## src/imf_pkg.sv

```systemverilog
// ----------------------------------------------------------------------------
// Interval merge package
// Widths and item types shared by the interval merger.
// ----------------------------------------------------------------------------
package imf_pkg;

	// Coordinate width of a range start; widths are one bit narrower.
	localparam int POS_BITS = 32;
	localparam int WID_BITS = POS_BITS - 1;
	// Furthest end and frame offset need two bits beyond a coordinate.
	localparam int SUM_BITS = POS_BITS + 2;
	// Differences of a coordinate and a stored sum need one more bit.
	localparam int CALC_BITS = POS_BITS + 3;

	// Result buffer: one item can produce two results.
	localparam int OBUF_DEPTH = 4;
	localparam int OBUF_AW = $clog2(OBUF_DEPTH);
	localparam int OBUF_CW = $clog2(OBUF_DEPTH + 1);

	typedef struct packed {
		logic signed [POS_BITS-1:0] range_start;
		logic [WID_BITS-1:0] range_width;
		logic last_item;
	} imf_in_t;

	typedef struct packed {
		logic inframe_valid;
		logic signed [POS_BITS-1:0] inframe_position;
		logic merged_valid;
		logic signed [POS_BITS-1:0] merged_start;
		logic [WID_BITS-1:0] merged_width;
		logic last_result;
	} imf_out_t;

endpackage

```

## src/interval_merge_with_frame_offsets.sv

```systemverilog
// ----------------------------------------------------------------------------
// Interval merge with frame offsets
// Merges overlapping or touching ranges and reports in-frame starts.
// ----------------------------------------------------------------------------
// A range item is registered on entry and resolved once the four-entry result
// buffer has room for two more results; while it has, one item is taken per
// clock. An item yields up to two results: the range it closes and/or its
// in-frame start (when emit_inframe is set), then the flush of the open range
// on the item marked last_item. The result port drains one result per clock
// while out_stall is low, so a run of items that give two results fills the
// buffer and stalls the input. Write emit_inframe only while the block is idle.
module interval_merge_with_frame_offsets (
	input  logic              clk,
	input  logic              arst_n,
	input  logic              in_valid,
	output logic              in_stall,
	input  imf_pkg::imf_in_t  in_item,
	output logic              out_valid,
	input  logic              out_stall,
	output imf_pkg::imf_out_t out_item,
	input  logic              cfg_we,
	input  logic              cfg_wdata
);
	import imf_pkg::*;

	localparam logic signed [CALC_BITS-1:0] SAT_HI =
		CALC_BITS'((64'(1) << (POS_BITS - 1)) - 64'(1));
	localparam logic signed [CALC_BITS-1:0] ONE = CALC_BITS'(1);

	function automatic logic signed [POS_BITS-1:0] sat_pos(logic signed [CALC_BITS-1:0] v);
		logic signed [CALC_BITS-1:0] c;
		c = v;
		if (c > SAT_HI) begin
			c = SAT_HI;
		end
		if (c < -SAT_HI) begin
			c = -SAT_HI;
		end
		return c[POS_BITS-1:0];
	endfunction

	function automatic logic [WID_BITS-1:0] sat_wid(logic signed [CALC_BITS-1:0] v);
		logic signed [CALC_BITS-1:0] c;
		c = v;
		if (c < 0) begin
			c = '0;
		end
		if (c > SAT_HI) begin
			c = SAT_HI;
		end
		return c[WID_BITS-1:0];
	endfunction

	// Configuration
	logic emit_inframe_q;

	// Input register
	logic    valid_s1;
	imf_in_t item_s1;

	// Merge state
	logic                       open_valid_q;
	logic signed [POS_BITS-1:0] open_start_q;
	logic signed [SUM_BITS-1:0] furthest_end_q;
	logic signed [SUM_BITS-1:0] frame_offset_q;

	// Result buffer
	imf_out_t           obuf_q [OBUF_DEPTH];
	logic [OBUF_AW-1:0] obuf_wp_q;
	logic [OBUF_AW-1:0] obuf_rp_q;
	logic [OBUF_CW-1:0] obuf_cnt_q;

	logic proc;
	logic pop;
	logic load;

	logic signed [CALC_BITS-1:0] start_c;
	logic signed [CALC_BITS-1:0] width_c;
	logic signed [CALC_BITS-1:0] end_c;
	logic signed [CALC_BITS-1:0] fe_c;
	logic signed [CALC_BITS-1:0] ofs_c;
	logic signed [CALC_BITS-1:0] os_c;
	logic signed [CALC_BITS-1:0] fe_next;
	logic signed [CALC_BITS-1:0] ofs_next;
	logic signed [CALC_BITS-1:0] os_next;
	logic                        closed;

	imf_out_t           res0;
	imf_out_t           res1;
	logic               push0;
	logic               push1;
	logic [OBUF_AW-1:0] wp1;
	logic [OBUF_AW-1:0] wp_adv;
	logic [OBUF_CW-1:0] push_n;

	assign pop = out_valid && !out_stall;
	assign proc = valid_s1 && (obuf_cnt_q <= OBUF_CW'(OBUF_DEPTH - 2));
	assign in_stall = valid_s1 && !proc;
	assign load = in_valid && !in_stall;

	assign out_valid = (obuf_cnt_q != '0);
	assign out_item = obuf_q[obuf_rp_q];

	// Merge decision for the registered item.
	always_comb begin
		start_c = {{(CALC_BITS-POS_BITS){item_s1.range_start[POS_BITS-1]}},
			item_s1.range_start};
		width_c = {{(CALC_BITS-WID_BITS){1'b0}}, item_s1.range_width};
		end_c = start_c + width_c - ONE;
		fe_c = {{(CALC_BITS-SUM_BITS){furthest_end_q[SUM_BITS-1]}}, furthest_end_q};
		ofs_c = {{(CALC_BITS-SUM_BITS){frame_offset_q[SUM_BITS-1]}}, frame_offset_q};
		os_c = {{(CALC_BITS-POS_BITS){open_start_q[POS_BITS-1]}}, open_start_q};
		closed = 1'b0;
		fe_next = fe_c;
		ofs_next = ofs_c;
		os_next = os_c;
		if (!open_valid_q) begin
			fe_next = end_c;
			ofs_next = start_c - ONE;
			os_next = start_c;
		end else if (start_c > fe_c + ONE) begin
			// A positive gap closes the open range and shifts the frame.
			closed = 1'b1;
			fe_next = end_c;
			ofs_next = ofs_c + (start_c - fe_c - ONE);
			os_next = start_c;
		end else if (end_c > fe_c) begin
			fe_next = end_c;
		end
	end

	// Results; the open range width is furthest end minus start plus one, saturated.
	always_comb begin
		res0 = '0;
		res1 = '0;
		if (emit_inframe_q) begin
			res0.inframe_valid = 1'b1;
			res0.inframe_position = sat_pos(start_c - ofs_next);
		end
		if (closed) begin
			res0.merged_valid = 1'b1;
			res0.merged_start = open_start_q;
			res0.merged_width = sat_wid(fe_c - os_c + ONE);
		end
		res0.last_result = !item_s1.last_item;
		res1.merged_valid = 1'b1;
		res1.merged_start = os_next[POS_BITS-1:0];
		res1.merged_width = sat_wid(fe_next - os_next + ONE);
		res1.last_result = 1'b1;

		push0 = proc && (closed || emit_inframe_q);
		push1 = proc && item_s1.last_item;
		wp1 = push0 ? obuf_wp_q + OBUF_AW'(1) : obuf_wp_q;
		push_n = OBUF_CW'(push0) + OBUF_CW'(push1);
		wp_adv = obuf_wp_q + push_n[OBUF_AW-1:0];
	end

	always_ff @(posedge clk or negedge arst_n) begin
		if (!arst_n) begin
			emit_inframe_q <= 1'b1;
		end else if (cfg_we) begin
			emit_inframe_q <= cfg_wdata;
		end
	end

	always_ff @(posedge clk or negedge arst_n) begin
		if (!arst_n) begin
			valid_s1 <= 1'b0;
		end else if (load) begin
			valid_s1 <= 1'b1;
		end else if (proc) begin
			valid_s1 <= 1'b0;
		end
	end

	always_ff @(posedge clk) begin
		if (load) begin
			item_s1 <= in_item;
		end
	end

	always_ff @(posedge clk or negedge arst_n) begin
		if (!arst_n) begin
			open_valid_q <= 1'b0;
			open_start_q <= '0;
			furthest_end_q <= '0;
			frame_offset_q <= '0;
		end else if (proc) begin
			if (item_s1.last_item) begin
				// End of set: the next item opens a fresh set.
				open_valid_q <= 1'b0;
				open_start_q <= '0;
				furthest_end_q <= '0;
				frame_offset_q <= '0;
			end else begin
				open_valid_q <= 1'b1;
				open_start_q <= os_next[POS_BITS-1:0];
				furthest_end_q <= fe_next[SUM_BITS-1:0];
				frame_offset_q <= ofs_next[SUM_BITS-1:0];
			end
		end
	end

	always_ff @(posedge clk or negedge arst_n) begin
		if (!arst_n) begin
			obuf_wp_q <= '0;
			obuf_rp_q <= '0;
			obuf_cnt_q <= '0;
		end else begin
			obuf_wp_q <= wp_adv;
			if (pop) begin
				obuf_rp_q <= obuf_rp_q + OBUF_AW'(1);
			end
			obuf_cnt_q <= obuf_cnt_q + push_n - OBUF_CW'(pop);
		end
	end

	always_ff @(posedge clk) begin
		for (int i = 0; i < OBUF_DEPTH; i++) begin
			if (push0 && (obuf_wp_q == OBUF_AW'(i))) begin
				obuf_q[i] <= res0;
			end else if (push1 && (wp1 == OBUF_AW'(i))) begin
				obuf_q[i] <= res1;
			end
		end
	end

	// The buffer never holds more results than it has entries.
	assert property (@(posedge clk) disable iff (!arst_n)
		obuf_cnt_q <= OBUF_CW'(OBUF_DEPTH))
		else $error("result buffer overflow");

	// A last item, or any item while in-frame starts are on, leaves the output side non-empty.
	assert property (@(posedge clk) disable iff (!arst_n)
		(proc && (item_s1.last_item || emit_inframe_q)) |=> out_valid)
		else $error("result missing after item");

	// The last item of a set closes the merge state.
	assert property (@(posedge clk) disable iff (!arst_n)
		(proc && item_s1.last_item) |=> !open_valid_q)
		else $error("set not closed after last item");

	// The frame offset never passes the furthest end of an open set.
	assert property (@(posedge clk) disable iff (!arst_n)
		open_valid_q |-> (frame_offset_q <= furthest_end_q))
		else $error("frame offset beyond furthest end");

endmodule

```

## config.mk

```make
export PLATFORM = sky130hd
export DESIGN_NAME = interval_merge_with_frame_offsets
export DESIGN_NICKNAME = d
export VERILOG_FILES = /design/src/imf_pkg.sv /design/src/interval_merge_with_frame_offsets.sv
export SDC_FILE = /design/constraint.sdc
export NUM_CORES = 2
export LEC_CHECK = 0
export BUFFER_PORTS_ARGS = -buffer_cell sky130_fd_sc_hd__buf_2
export CAP_MARGIN = 20
export CORE_MARGIN = 5
export CORE_UTILIZATION = 35
export CTS_CLUSTER_DIAMETER = 40
export DETAILED_ROUTE_END_ITERATION = 12
export SLEW_MARGIN = 30
export SYNTH_ARGS = -nofsm -noshare
export SYNTH_HDL_FRONTEND = slang
export SYNTH_SLANG_ARGS = --single-unit
```

## constraint.sdc

```tcl
create_clock -name clk -period 19.1 [get_ports clk]
set_input_delay 1.91 -clock clk [delete_from_list [all_inputs] [get_ports clk]]
set_output_delay 1.91 -clock clk [all_outputs]
set_load 0.01 [all_outputs]
```

==> results.py <==
metrics = {
    "status": {
        "outcome": "completed",
    },
    "routing": {
        "wl_um": 127000,
        "drc": 0,
        "drt_iter0_markers": 2826,
        "vias": 31100,
        "wl_per_cell_um": 23.1,
        "via_per_inst": 5.69,
        "drt_pre_antenna_iters": 6,
        "antenna_left": 0,
    },
    "place": {
        "gp_congestion": 0.926,
        "placement.io_buffers": 169,
        "hpwlAfterDp_um": 90300,
        "dpl_cell_area_um2": 41600,
        "dp_cells": 5292,
    },
    "logic_synthesis": {
        "synth_area_leaders": "edfxtp_1 (32%), ha_1 (11%), dfrtp_1 (7.0%)",
        "postSynthAreaPerCell_um2": 10.4,
        "synth_edf_count": 421,
        "synth.top_cell.area_share_pct": 32.3,
        "ys.warnings.count": 0,
        "syn_inst": 3776,
        "ys_types": 97,
        "ys_seq_area_share_pct": 41.1,
        "synth-async-reset-ratio_pct": 19.4,
        "synthesis.area_um2": 39200,
        "synth_ff_type": "edfxtp_1",
        "synth-seq-cells": 566,
        "synth_fp_nets": 4229,
        "yosysTopAreaCell": "edfxtp_1",
    },
    "floorplanning": {
        "core-area_um2": 111000,
        "die_w_um": 345,
        "dieHeight_um": 345,
        "die_area_um2": 119000,
        "ios": 170,
        "rows": 122,
        "initial_utilization_pct": 35.3,
    },
    "layout": {
        "drive_gt1_share_pct": 15.3,
        "area_growth_pct": 14.5,
        "antenna-diode-count": 0,
        "layout_commonest_cell": "edfxtp_1",
        "seq_area_um2": 16100,
        "final_cells": 5472,
        "fill_cells": 10800,
        "mostFrequentLayoutCells": "edfxtp_1 (421), inv_1 (396), ha_1 (343)",
        "multi_input_area_um2": 20900,
        "nets": 4356,
        "final_cell_area_um2": 44800,
    },
    "clock_network": {
        "cts_setup_buffers": 0,
        "cts.htree.levels": 3,
        "cts_made_buffers": 95,
        "cts_resized": 0,
        "clock_latency_ns": 0.68,
        "clock_sinks": 566,
        "cts_root_buf": "clkbuf_16",
        "clk_path_buf_depth": 3,
        "clkTransAtPathRegs_ns": 0.06,
        "cts-hold-fix-buffers": 0,
        "cts_tree": "built",
    },
    "critical_path": {
        "required_ns": 19.44,
        "critical-path-max-stage-delay_ns": 0.81,
        "r2r_start": "furthest_end_q[0]$_DFFE_PN0P_",
        "critPathLaunch": "furthest_end_q[0]$_DFFE_PN0P_",
        "arrival_ns": 11.64,
        "cp_max_fo": 84,
        "end_kind": "register",
        "crit_type": "reg2reg",
        "start_kind": "register",
        "cp_slowest_cell": "a21oi_4",
    },
    "sta": {
        "period_needed_ns": 11.30,
        "drv_slew": 0,
        "setup_viol": 0,
        "rsz0062_at_grt": "false",
        "slew-limit-headroom_pct": 24.9,
        "fmax_mhz": 88.5,
        "period_share_pct": 59.2,
        "clock_skew_ns": 0.0574,
        "tightest_slew_ns": 1.12,
        "hold_viol": 0,
        "finalSetupTns_ns": 0,
    },
    "hold_path": {
        "worstHoldStart": "obuf_q[2][71]$_SDFFE_PP0P_",
        "hold_class": "reg2reg",
    },
    "global_routing": {
        "grt_pass1_wl_um": 189000,
        "grt_pass1_vias": 30200,
        "antenna_found_initial": 6,
        "grt_max_degree": 85,
        "grt_use_total_pct": 20.9,
        "grt_overflow": 0,
    },
    "job": {
        "drv_cap": 0,
    },
}
[critical path: cells and delay by family (launching register included)]
kind | cells | cell delay, ns
AO/OA/AOI/OAI | 11 | 4.00
AND/OR/NAND/NOR | 13 | 3.57
buffers and inverters | 5 | 1.71
adder cells (fa/ha/maj) | 3 | 0.89
flip-flops | 1 | 0.56
XOR/XNOR | 1 | 0.12
[stage by stage]
stage	hold WS [ns]	setup WS [ns]	util, %
after global placement	0.444	8.12	37.4
after detailed placement	0.445	8.09	37.5
final	0.451	7.80	40.4
after CTS	0.454	8.04	40.4
after global routing	0.479	7.14	40.4
after floorplan	0.430	4.31	-
[cell usage after synthesis (all sizes together) (39+ instances only)]
cell / count
dfrtp: 109
nand4: 45
o22ai: 222
a21oi: 203
xor2: 49
nand3: 113
inv: 396
ha: 343
fa: 40
xnor2: 152
mux2i: 39
nand2: 182
a21o: 100
nor3: 143
buf: 73
nor2: 223
clkbuf: 114
mux4: 98
o21ai: 171
edfxtp: 421
[layout make-up]
type / instances / share of cell area (%)
Inverter: 398 / 3.33
Multi-Input combinational cell: 2625 / 46.6
Clock buffer: 112 / 5.58
Timing Repair Buffer: 217 / 2.82
Sequential cell: 566 / 35.9
Clock inverter: 66 / 1.58
Tap cell: 1488 / 4.15
[state kept, by name (all words and copies together) (netlist names)]
signal	flops
item_s1	64
valid_s1	1
emit_inframe_q	1
open_start_q	32
open_valid_q	1
frame_offset_q	34
obuf_rp_q	2
obuf_q	392
obuf_wp_q	2
obuf_cnt_q	3
furthest_end_q	34
[per-layer routing]
layer / global-route usage [%] / vias to the layer above / wire [um]
li1: - / 14400 / -
met1: 27.8 / 15300 / 53100
met2: 33.9 / 1188 / 59500
met3: 4.04 / 247 / 9640
met4: 7.56 / 12 / 4360
met5: 0 / - / 79
[final timing paths]
check                                                      to  slack, ns  depth (start not counted)
max in group asynchronous       frame_offset_q[2]$_DFFE_PN0P_      16.38                          2
worst max-delay path              obuf_q[3][78]$_SDFFCE_PP0P_       7.80                         33
worst max register to register    obuf_q[3][78]$_SDFFCE_PP0P_       7.80                         33
worst min-delay path               obuf_q[2][71]$_SDFFE_PP0P_       0.45                          2
min in group asynchronous        open_start_q[15]$_DFFE_PN0P_       1.31                          1
worst min register to register     obuf_q[2][71]$_SDFFE_PP0P_       0.45                          2
[logic make-up after synthesis]
group	Yosys count	synth area share, %
simple gates	868	11.0
xor+xnor	201	4.51
buf+inv	585	5.87
fa+ha+maj	383	13.0
mux	169	7.62
flops	566	41.1
compound gates	1004	16.9
Power is left out: the tool's default activity adds up to more than one toggle a clock period on the data nets, which glitch-free logic cannot reach.
